`config.mk`:
```
export PLATFORM = sky130hd
export DESIGN_NAME = wrpm_ctrl
export DESIGN_NICKNAME = d
export VERILOG_FILES = /design/src/windowed_record_pair_matcher_assert.svh /design/src/wrpm_pkg.sv /design/src/wrpm_ctrl.sv
export SDC_FILE = /design/constraint.sdc
export NUM_CORES = 1
export LEC_CHECK = 0
export BUFFER_PORTS_ARGS = -buffer_cell sky130_fd_sc_hd__buf_2
export CAP_MARGIN = 25
export CORE_AREA = 2 2 39 41
export DETAILED_ROUTE_END_ITERATION = 12
export DIE_AREA = 0 0 41 43
export PLACE_DENSITY = 0.42
export SYNTH_ARGS = -nofsm -noshare
export SYNTH_HDL_FRONTEND = slang
export SYNTH_SLANG_ARGS = --single-unit
```
`constraint.sdc`:
```
create_clock -name i_clk -period 1.6 [get_ports i_clk]
set_input_delay 0.24 -clock i_clk [delete_from_list [all_inputs] [get_ports i_clk]]
set_output_delay 0.24 -clock i_clk [all_outputs]
set_load 0.005 [all_outputs]
```
`src/windowed_record_pair_matcher_assert.svh`:
```
// Assertion macros shared by the windowed record pair matcher RTL.
`ifndef WINDOWED_RECORD_PAIR_MATCHER_ASSERT_SVH
`define WINDOWED_RECORD_PAIR_MATCHER_ASSERT_SVH

`ifndef SYNTHESIS

// Checks that a condition holds in the same cycle.
`define WRPM_ASSERT_NOW(lbl, clk, rst_n, ante, cons, msg) \
    lbl: assert property (@(posedge clk) disable iff (!rst_n) (ante) |-> (cons)) \
        else $error(msg);

// Checks that a condition holds in the cycle after the trigger.
`define WRPM_ASSERT_NEXT(lbl, clk, rst_n, ante, cons, msg) \
    lbl: assert property (@(posedge clk) disable iff (!rst_n) (ante) |=> (cons)) \
        else $error(msg);

`else

`define WRPM_ASSERT_NOW(lbl, clk, rst_n, ante, cons, msg)
`define WRPM_ASSERT_NEXT(lbl, clk, rst_n, ante, cons, msg)

`endif

`endif

```
`src/wrpm_pkg.sv`:
```
// Package with widths, register indexes and control types of the record pair matcher.
`default_nettype none

package wrpm_pkg;

    localparam int MAX_RECORDS_DEF = 64;
    localparam int NUM_COV_DEF     = 4;
    localparam int MAX_COV         = 4;

    localparam int DATE_W     = 16;
    localparam int KEY_W      = 32;
    localparam int COV_W      = 32;
    localparam int IDX_OUT_W  = 6;
    localparam int COVCNT_W   = 3;
    localparam int CFG_IDX_W  = 2;
    localparam int CFG_DATA_W = 16;

    localparam logic [DATE_W-1:0]   WINDOW_RESET = 16'd15;
    localparam logic [COVCNT_W-1:0] COVCNT_RESET = 3'd2;

    localparam logic [CFG_IDX_W-1:0] CFG_DATE_WINDOW = 2'd0;
    localparam logic [CFG_IDX_W-1:0] CFG_COV_COUNT   = 2'd1;

    typedef struct packed {
        logic load;
        logic clear;
        logic scan_rd;
        logic finish;
        logic reject;
    } t_cmd;

    typedef struct packed {
        logic count_zero;
        logic full;
        logic scan_end;
    } t_status;

endpackage

`default_nettype wire

```
`src/wrpm_ctrl.sv`:
```
// Controller state machine sequencing the scan of stored records for one item.
`default_nettype none

module wrpm_ctrl (
    input  wire logic              i_clk,
    input  wire logic              i_rst_n,
    input  wire logic              i_start,
    input  wire logic              i_mode,
    input  wire wrpm_pkg::t_status i_status,
    output wrpm_pkg::t_cmd         o_cmd,
    output logic                   o_busy
);

    typedef enum logic [3:0] {
        S_IDLE   = 4'b0001,
        S_SCAN   = 4'b0010,
        S_DRAIN  = 4'b0100,
        S_FINISH = 4'b1000
    } t_state;

    t_state r_state;
    t_state n_state;

    always_comb begin
        n_state = r_state;
        o_cmd   = '0;
        case (r_state)
            S_IDLE: begin
                if (i_start) begin
                    if (i_mode) begin
                        o_cmd.clear = 1'b1;
                    end else if (i_status.full) begin
                        o_cmd.reject = 1'b1;
                    end else begin
                        o_cmd.load = 1'b1;
                        n_state    = i_status.count_zero ? S_FINISH : S_SCAN;
                    end
                end
            end
            S_SCAN: begin
                o_cmd.scan_rd = 1'b1;
                if (i_status.scan_end) begin
                    n_state = S_DRAIN;
                end
            end
            // The last read returns here and is compared before the final result.
            S_DRAIN: begin
                n_state = S_FINISH;
            end
            S_FINISH: begin
                o_cmd.finish = 1'b1;
                n_state      = S_IDLE;
            end
            default: begin
                n_state = S_IDLE;
            end
        endcase
    end

    always_ff @(posedge i_clk) begin
        if (!i_rst_n) begin
            r_state <= S_IDLE;
        end else begin
            r_state <= n_state;
        end
    end

    assign o_busy = (r_state != S_IDLE);

endmodule

`default_nettype wire

```
==> results of run 1 <==
==> placed cells by master (no fill, tap or decap) <==
| master | count |
|---|---|
| buf_2 | 12 |
| nor2b_1 | 3 |
| clkbuf_4 | 3 |
| dfxtp_2 | 3 |
| or4b_4 | 2 |
| nand2_1 | 2 |
| nor2_1 | 2 |
| buf_6 | 2 |
| inv_1 | 1 |
| nor4b_1 | 1 |
| or3b_2 | 1 |
| nor2_2 | 1 |
| nand3b_1 | 1 |
| nor3b_1 | 1 |
| a211o_1 | 1 |
| o21ai_0 | 1 |
| nand3_1 | 1 |
| o21ai_1 | 1 |
| nor4_1 | 1 |
| a21oi_1 | 1 |
| nor3_1 | 1 |
| o32ai_2 | 1 |
| and2_1 | 1 |
| dfxtp_1 | 1 |
==> synth_stat cells <==
master    number  area [sq um]
nor3b_1        1          7.51
nor2b_1        3          18.8
or4b_1         2          20.0
nand3_1        1          5.00
or3b_2         1          8.76
o21ai_0        1          5.00
o32ai_2        1          16.3
nor3_1         1          5.00
nand3b_1       1          7.51
nor4b_1        1          8.76
nor2_1         3          11.3
inv_1          1          3.75
buf_2          1          5.00
dfxtp_1        4          80.1
a21oi_1        1          5.00
o21ai_1        1          5.00
nor4_1         1          6.26
nand2_1        2          7.51
a211o_1        1          8.76
and2_1         1          6.26
==> per-layer routing <==
metal	share of wire (%)	up-vias	global-route usage [%]	wire length [microns]
met5	0	-	0	0
met4	0	0	8.00	0
met3	6.6	0	3.14	41
met2	52	5	12.5	326
met1	41	121	9.94	254
li1	-	139	-	-
==> timing repair <==
| item | 4_1_cts | 5_1_grt |
|---|---|---|
| resized for setup | 3 | 5 |
| setup endpoints to repair | 5 | 4 |
| pin swaps | 1 | 3 |
==> power by group through the flow <==
stage / logic, uW / registers, uW / clock network [uW]
floorplan: 20.6 / 106 / 0
global placement: 41.8 / 106 / 0
detailed placement: 41.0 / 105 / 0
CTS: 43.1 / 104 / 135
global route: 48.7 / 105 / 142
finish: 44.5 / 105 / 124
==> worst max-delay path: cells and delay by family (launching register included) <==
kind	cells	cell delay [ps]
flip-flops	1	320
AND/OR/NAND/NOR	2	690
buffers and inverters	1	120
==> cell families after synthesis <==
kind of cell | after synthesis
compound gates | 5
buf+inv | 2
simple gates | 18
flops | 4
==> metrics by stage <==
step | cell area (sq um) | hold slack (ps)
final | 375 | 239
after global routing | 375 | 249
after CTS | 363 | 231
after detailed placement | 332 | 483
after global placement | 332 | 469
after floorplan | 241 | 362
==> cell type report <==
type | instances | area share (%)
clock buffers | 3 | 6.00
inverters | 1 | 1.00
multi-input cells | 23 | 43.3
flip-flops and latches | 4 | 22.3
well taps | 16 | 5.33
repair buffers | 14 | 22.0
==> worst paths after layout <==
check                          start                      end  depth (start not counted)
max          r_state[3]$_SDFFE_PN0P_                 o_cmd[0]                          3
min                          i_rst_n  r_state[1]$_SDFFE_PN0P_                          2
max reg2reg  r_state[3]$_SDFFE_PN0P_  r_state[1]$_SDFFE_PN0P_                          3
min reg2reg  r_state[2]$_SDFFE_PN0P_  r_state[2]$_SDFFE_PN0P_                          1
==> metrics, run 1 <==
hold buffers post-CTS 0; Pint approximately 210 uW; worst-path fanout max 6; fin cells 61; Netlist cell types 20; Synth Area in Adders 0%; fill count 160; Site Rows 14; post-synthesis cell count 29; Max Transition Viols Final 0; reg2reg setup slack 240 ps; Worst EP required 1360 ps; via count ~270; TritonCTS Sinks 4; first-pass GRT wire length about 1.0 mm; RSZ-0062 raised after global routing true; GRT overflow 0; syn_nets 36; Die W 41 microns; slowest cell on the critical path or4b_4; gr usage total 8.93%; switching portion of total power 22.9%; vias per cell 4.34; Setup WS post-layout -3.22 ps; period utilization 100%; Reg power frac 38.3%; largest reg by FF count r_state; Worst-Margin Slew around 270 ps; dpl cells 58; Critical Path Max Stage Delay 580 ps; Root Buffer clkbuf_4; Detailed Place HPWL 466 microns; Synth Area in XOR/XNOR 0%; peak supply drop 0.219 mV; failing checks negative setup slack; Final Core Density 27.1%; Multi-input gate area 163 sq um; Clk pin slew, worst setup/hold paths approximately 40 ps; Compound-Gate Fraction of Synth Area 16.6%; Final min period 1600 ps; worst skew pair latency 230 ps; status finished with violations; startpoint types register; Longest Clk Path Bufs 2; clock power share 45.4%; Port Buffers 12; crit path cell chain or4b_4 > nor2_1 > buf_2; largest net degree at the start of global routing 8; sequential share of the synthesized area 33.2%; routability cong. 0.633; postcts setup bufs 0; Worst Hold Class in -> reg; die height 43 microns; Layout Nets between 50 and 60; Initial Utilization between 15 and 20%; Slew HR between 80% and 90%; Comb pwr share between 15 and 20%; register bit total from synthesis 4; vias in the first global route between 200 and 300; die area about 0.0018 sq mm; cts bufs inserted 3; Synth Cell Area 241 sq um; main combinational cell family by area after synthesis simple AND/OR/NAND/NOR gates; worst setup path category reg -> out; Post-Synth Simple-Gate Area 46.6%; area delta synth->final 55.4%; endpoints failing setup 1; total power around 270 uW; biggest regs r_state: 4 flops; routed wire length 622 microns; Setup TNS -3.22 ps; Max Clock Skew 0.916 ps; post-synthesis mux area share 0%; Core Footprint 0.00138 sq mm; switching pwr between 60 and 70 uW; Leak 0.000176 uW; pre-CTS WS 159 ps; CP Capture Type output port; syn avg cell area 8.33 sq um; Pwr Density roughly 730 mW/mm^2; initial antenna violation count 0; DRC violations left 0; fmax 0.624 GHz; CTS tree built; DRT antenna net count 0; Initial DRT Pass Iterations 1; ratio of cells with drive above 1 in the final layout 55.6%; Syn. warnings 0; register area 83.8 sq um; number of max-cap violations 0; Final Hold Vio Count 0; # H-tree levels 1; n_diodes 0; max FFs per register 4; Arr. time, crit path about 1400 ps; DR WL/cell between 10 and 15 microns; num ports 13; 1st-iter DRT viols 0
No activity file was read; power rests on OpenSTA's default activity.
==> run 2: changes to the inputs <==
--- a/config.mk
+++ b/config.mk
@@ -10,7 +10,6 @@
 export CORE_AREA = 2 2 39 41
 export DETAILED_ROUTE_END_ITERATION = 12
 export DIE_AREA = 0 0 41 43
-export PLACE_DENSITY = 0.42
 export SYNTH_ARGS = -nofsm -noshare
 export SYNTH_HDL_FRONTEND = slang
 export SYNTH_SLANG_ARGS = --single-unit
==> run 2 against run 1 <==
The flow now finishes without violations. Combinational power grew 5.2%. Non-clock buffer count grew 2. Via count grew 2.3%. Critical path type unchanged.
==> metrics, run 2 (synthesis gave the netlist of run 1 again) <==
status completed; vias per cell between 4 and 5; vias in the first global route 225; commonest non-fill, non-tap cells in the layout 12 x buf_2, 4 x buf_4, 3 x nor2b_1, 3 x clkbuf_4, 3 x dfxtp_1; Initial DRT Pass Iterations 2; most common cell after layout, fill and taps aside buf_2; CTS tree built; Slew HR 82.2%; pre-CTS WS ~160 ps; hold buffers post-CTS 0; biggest regs r_state: 4 flops; area delta synth->final 58.5%; Initial Utilization 17.5%; Root Buffer clkbuf_4; first-pass GRT wire length approximately 830 microns; crit path cell chain or4b_4 > nor2_2 > buf_2; Buffers & Inverters on Critical Path 1; Pwr Density 705 mW/mm^2; routability cong. 0.669; period utilization 98.0%; Core Footprint 0.00138 sq mm; routed wire length 587 microns; Final Hold Vio Count 0; worst setup path category reg -> out; cts bufs inserted 3; Arr. time, crit path 1330 ps; Longest Clk Path Bufs 2; gr usage total 7.41%; RSZ-0062 raised after global routing true; die area 0.00176 sq mm; largest net degree at the start of global routing 7; # H-tree levels 1; Worst EP required 1360 ps; fmax 0.638 GHz; dpl cells just under 60; Leak approximately 0.00018 uW; CP Capture Type output port; max FFs per register 4; Site Rows 14; Die W 41 microns; highest routed layer met3; Setup WS post-layout 31.5 ps; Routed met2 length 277 microns; Port Buffers 12; DRC violations left 0; Post-Route M1 WL 259 microns; Max Transition Viols Final 0; n_diodes 0; Worst-Margin Slew about 260 ps; Worst Hold Class in -> reg; total power 270 uW; 1st-iter DRT viols 4; WL met3 roughly 50 microns; Layout Nets 56; Max Clock Skew 2.11 ps; slowest cell on the critical path or4b_4; worst skew pair latency 230 ps; GRT overflow 0; largest reg by FF count r_state; number of max-cap violations 0; ratio of cells with drive above 1 in the final layout 55.3%; via count ~270; endpoints failing setup 0; DRT antenna net count 0; TritonCTS Sinks 4; DR WL/cell ~9.3 microns; Critical Path Max Stage Delay approximately 580 ps; startpoint types register; die height 43 microns; peak supply drop 0.241 mV; num ports 13; worst-path fanout max 5; fin cells 63; Final min period ~1600 ps; Clk pin slew, worst setup/hold paths approximately 40 ps; initial antenna violation count 0; Worst path top cell family by delay simple AND/OR/NAND/NOR gates
[run 2: final timing paths]
kind	from	endpoint	slack, ps	cells past startpoint
setup / recovery	r_state[1]$_SDFFE_PN0P_	o_cmd[3]	30	3
hold / removal	i_rst_n	r_state[1]$_SDFFE_PN0P_	230	2
setup reg to reg	r_state[1]$_SDFFE_PN0P_	r_state[1]$_SDFFE_PN0P_	100	4
hold reg to reg	r_state[2]$_SDFFE_PN0P_	r_state[2]$_SDFFE_PN0P_	440	1
[run 2: cell type report]
type	count	area [sq um]
fillers	156	1000
repair buffers	16	90.1
flip-flops and latches	4	83.8
clock buffers	3	22.5
inverters	1	3.75
multi-input cells	23	163
well taps	16	20.0
[run 2: per-stage QoR]
stage	utilization, %	instance area (sq um)	setup TNS (ps)	hold slack [ps]
after floorplan	-	241	0	362
after global placement	24.0	332	0	462
after detailed placement	24.0	332	0	468
after CTS	27.7	383	0	226
after global routing	27.7	383	-99.0	233
final	27.7	383	0	234
[run 2: worst reg2reg max path: stages, from the launching register on]
cell and delay (ps):
dfxtp_1 310, or4b_4 580, buf_4 160, o32ai_2 240
and2_1 150
[run 2: routing by layer]
metal	vias up	global-route usage [%]
li1	144	-
met1	117	8.95
met4	0	8.00
met5	-	0
met3	0	1.57
met2	10	9.69
[run 2: power breakdown]
group	leakage [uW]	switching, uW	internal, uW
Clock	0.0000138	36.8	83.6
Combinational	0.000134	21.2	25.6
Sequential	0.0000333	1.54	101
Total	0.000181	59.6	210
[run 2: repair_timing]
action / 4_1_cts / 5_1_grt
endpoints found under the setup margin: 5 / 4
gates resized for setup: 5 / 1
buffers inserted: 2 / 0
cloned: 0 / 0
pin swaps: 4 / 1
hold endpoints to repair: 0 / 0
==> run 3: changes to the inputs <==
==> constraint.sdc (replaced) <==
create_clock -name i_clk -period 1.35 [get_ports i_clk]
set_input_delay 0.2025 -clock i_clk [delete_from_list [all_inputs] [get_ports i_clk]]
set_output_delay 0.2025 -clock i_clk [all_outputs]
set_load 0.005 [all_outputs]
==> run 3 against run 2 <==
Clock-buffer cell count is the same. Highest routed layer unchanged. Register-to-register slack worse by 220 ps. The run now ends with negative setup slack left. Via count rose by 10%.
==> metrics, run 3 (synthesis gave the netlist of run 1 again) <==
Site Rows 14; Port Buffers 12; routability cong. 0.655; number of max-cap violations 0; Longest Clk Path Bufs 2; TritonCTS Sinks 4; worst-path fanout max 6; Reg power frac 36.8%; Max Transition Viols Final 0; # H-tree levels 1; DRT antenna net count 0; Core Footprint roughly 0.0014 sq mm; Worst-Margin Slew 278 ps; Max Clock Skew 3.98 ps; DRC violations left 0; num ports 13; clock power share 44.0%; ratio of cells with drive above 1 in the final layout approximately two thirds; CTS tree built; Arr. time, crit path 1350 ps; die height 43 microns; Setup crit end o_cmd[4]; Initial DRT Pass Iterations 2; initial antenna violation count 0; area delta synth->final 82.4%; switching pwr ~79 uW; max FFs per register 4; commonest non-fill, non-tap cells in the layout 12 x buf_2, 5 x buf_4, 3 x nor2b_1, 3 x clkbuf_4, 3 x buf_6; n_diodes 0; failing checks negative setup slack; cts bufs inserted 3; Multi-input gate area ~180 sq um; endpoints failing setup 6; register area just over 80 sq um; vias in the first global route about 300; Clk pin slew, worst setup/hold paths 40 ps; Slew HR 81.4%; crit path launch r_state[3]$_SDFFE_PN0P_; Root Buffer clkbuf_4; routed wire length 705 microns; status finished with violations; Worst Hold Class in -> reg; fmax 0.643 GHz; Leak a little over 0.0002 uW; die area 0.00176 sq mm; Pwr Density approximately 760 mW/mm^2; Die W 41 microns; worst setup path category reg -> out; period utilization 115%; largest reg by FF count r_state; reg2reg setup slack -120 ps; R2R depth 4; hold buffers post-CTS 0; CP Capture Type output port; largest net degree at the start of global routing 7; Final min period approximately 1600 ps; fill count 148; switching portion of total power 23.5%; GRT overflow 0; vias per cell 4.45; 1st-iter DRT viols 3; peak supply drop 0.395 mV; Comb pwr share between 10% and 20%; Setup TNS -975 ps; worst skew pair latency between 200 and 250 ps; gr usage total 10.2%; Pint around 260 uW; FF-to-FF Start r_state[3]$_SDFFE_PN0P_; Final Core Density 31.8%; DR WL/cell 10.5 microns; Layout Nets 60; most common cell after layout, fill and taps aside buf_2; total power between 300 and 400 uW; Initial Utilization 17.5%; Setup WS post-layout -206 ps; Worst R2R End r_state[1]$_SDFFE_PN0P_; Final Hold Vio Count 0; startpoint types register; Worst EP required between 1000 and 1500 ps; first-pass GRT wire length about 1.1 mm; RSZ-0062 raised after global routing true; biggest regs r_state: 4 flops; via count 298
run 3: timing repair:
| action | 4_1_cts | 5_1_grt |
|---|---|---|
| pin swaps | 6 | 4 |
| setup endpoints to repair | 8 | 8 |
| buffers inserted | 2 | 1 |
| resized for setup | 6 | 5 |
run 3: area by class of cell:
class / instances / share of cell area [%]
inverter: 1 / 0.852
tap: 16 / 4.55
timing repair buffer: 20 / 29.8
clock buffer: 3 / 5.11
multi-input combinational: 23 / 40.9
sequential: 4 / 18.8
run 3: metrics by stage:
stage / setup WS, ps / hold WS, ps / instance area, sq um / cells
floorplan: -33.5 / 329 / 249 / 29
global route: -259 / 196 / 440 / 67
detailed placement: -59.6 / 439 / 355 / 61
CTS: -198 / 183 / 408 / 66
global placement: -30.4 / 439 / 355 / 61
finish: -206 / 199 / 440 / 67
run 3: worst min path at each step:
stage                      startpoint                      end  cells past startpoint
after global routing          i_rst_n  r_state[1]$_SDFFE_PN0P_                      2
final                         i_rst_n  r_state[1]$_SDFFE_PN0P_                      2
after CTS                     i_rst_n  r_state[1]$_SDFFE_PN0P_                      2
after global placement        i_rst_n  r_state[1]$_SDFFE_PN0P_                      2
after detailed placement      i_rst_n  r_state[1]$_SDFFE_PN0P_                      2
after floorplan           i_status[0]  r_state[2]$_SDFFE_PN0P_                      2
run 3: power by group through the flow:
stage / Clock (uW) / Combinational (uW) / Sequential [uW]
floorplan: 0 / 27.9 / 126
global placement: 0 / 51.4 / 125
detailed placement: 0 / 52.1 / 125
CTS: 158 / 60.0 / 124
global route: 171 / 71.7 / 124
finish: 148 / 64.5 / 124
run 3: critical path, stage by stage, from the launching register on:
cell and delay, ps:
dfxtp_2 310, or4b_4 580, nor2_1 110, buf_2 110
run 3: layer usage:
metal / up-vias / GRT usage, % / share of wire (%)
met4: 0 / 4.00 / 0
met2: 12 / 16.3 / 52
met3: 0 / 7.85 / 9.5
li1: 152 / - / -
met1: 134 / 9.27 / 38
met5: - / 0 / 0
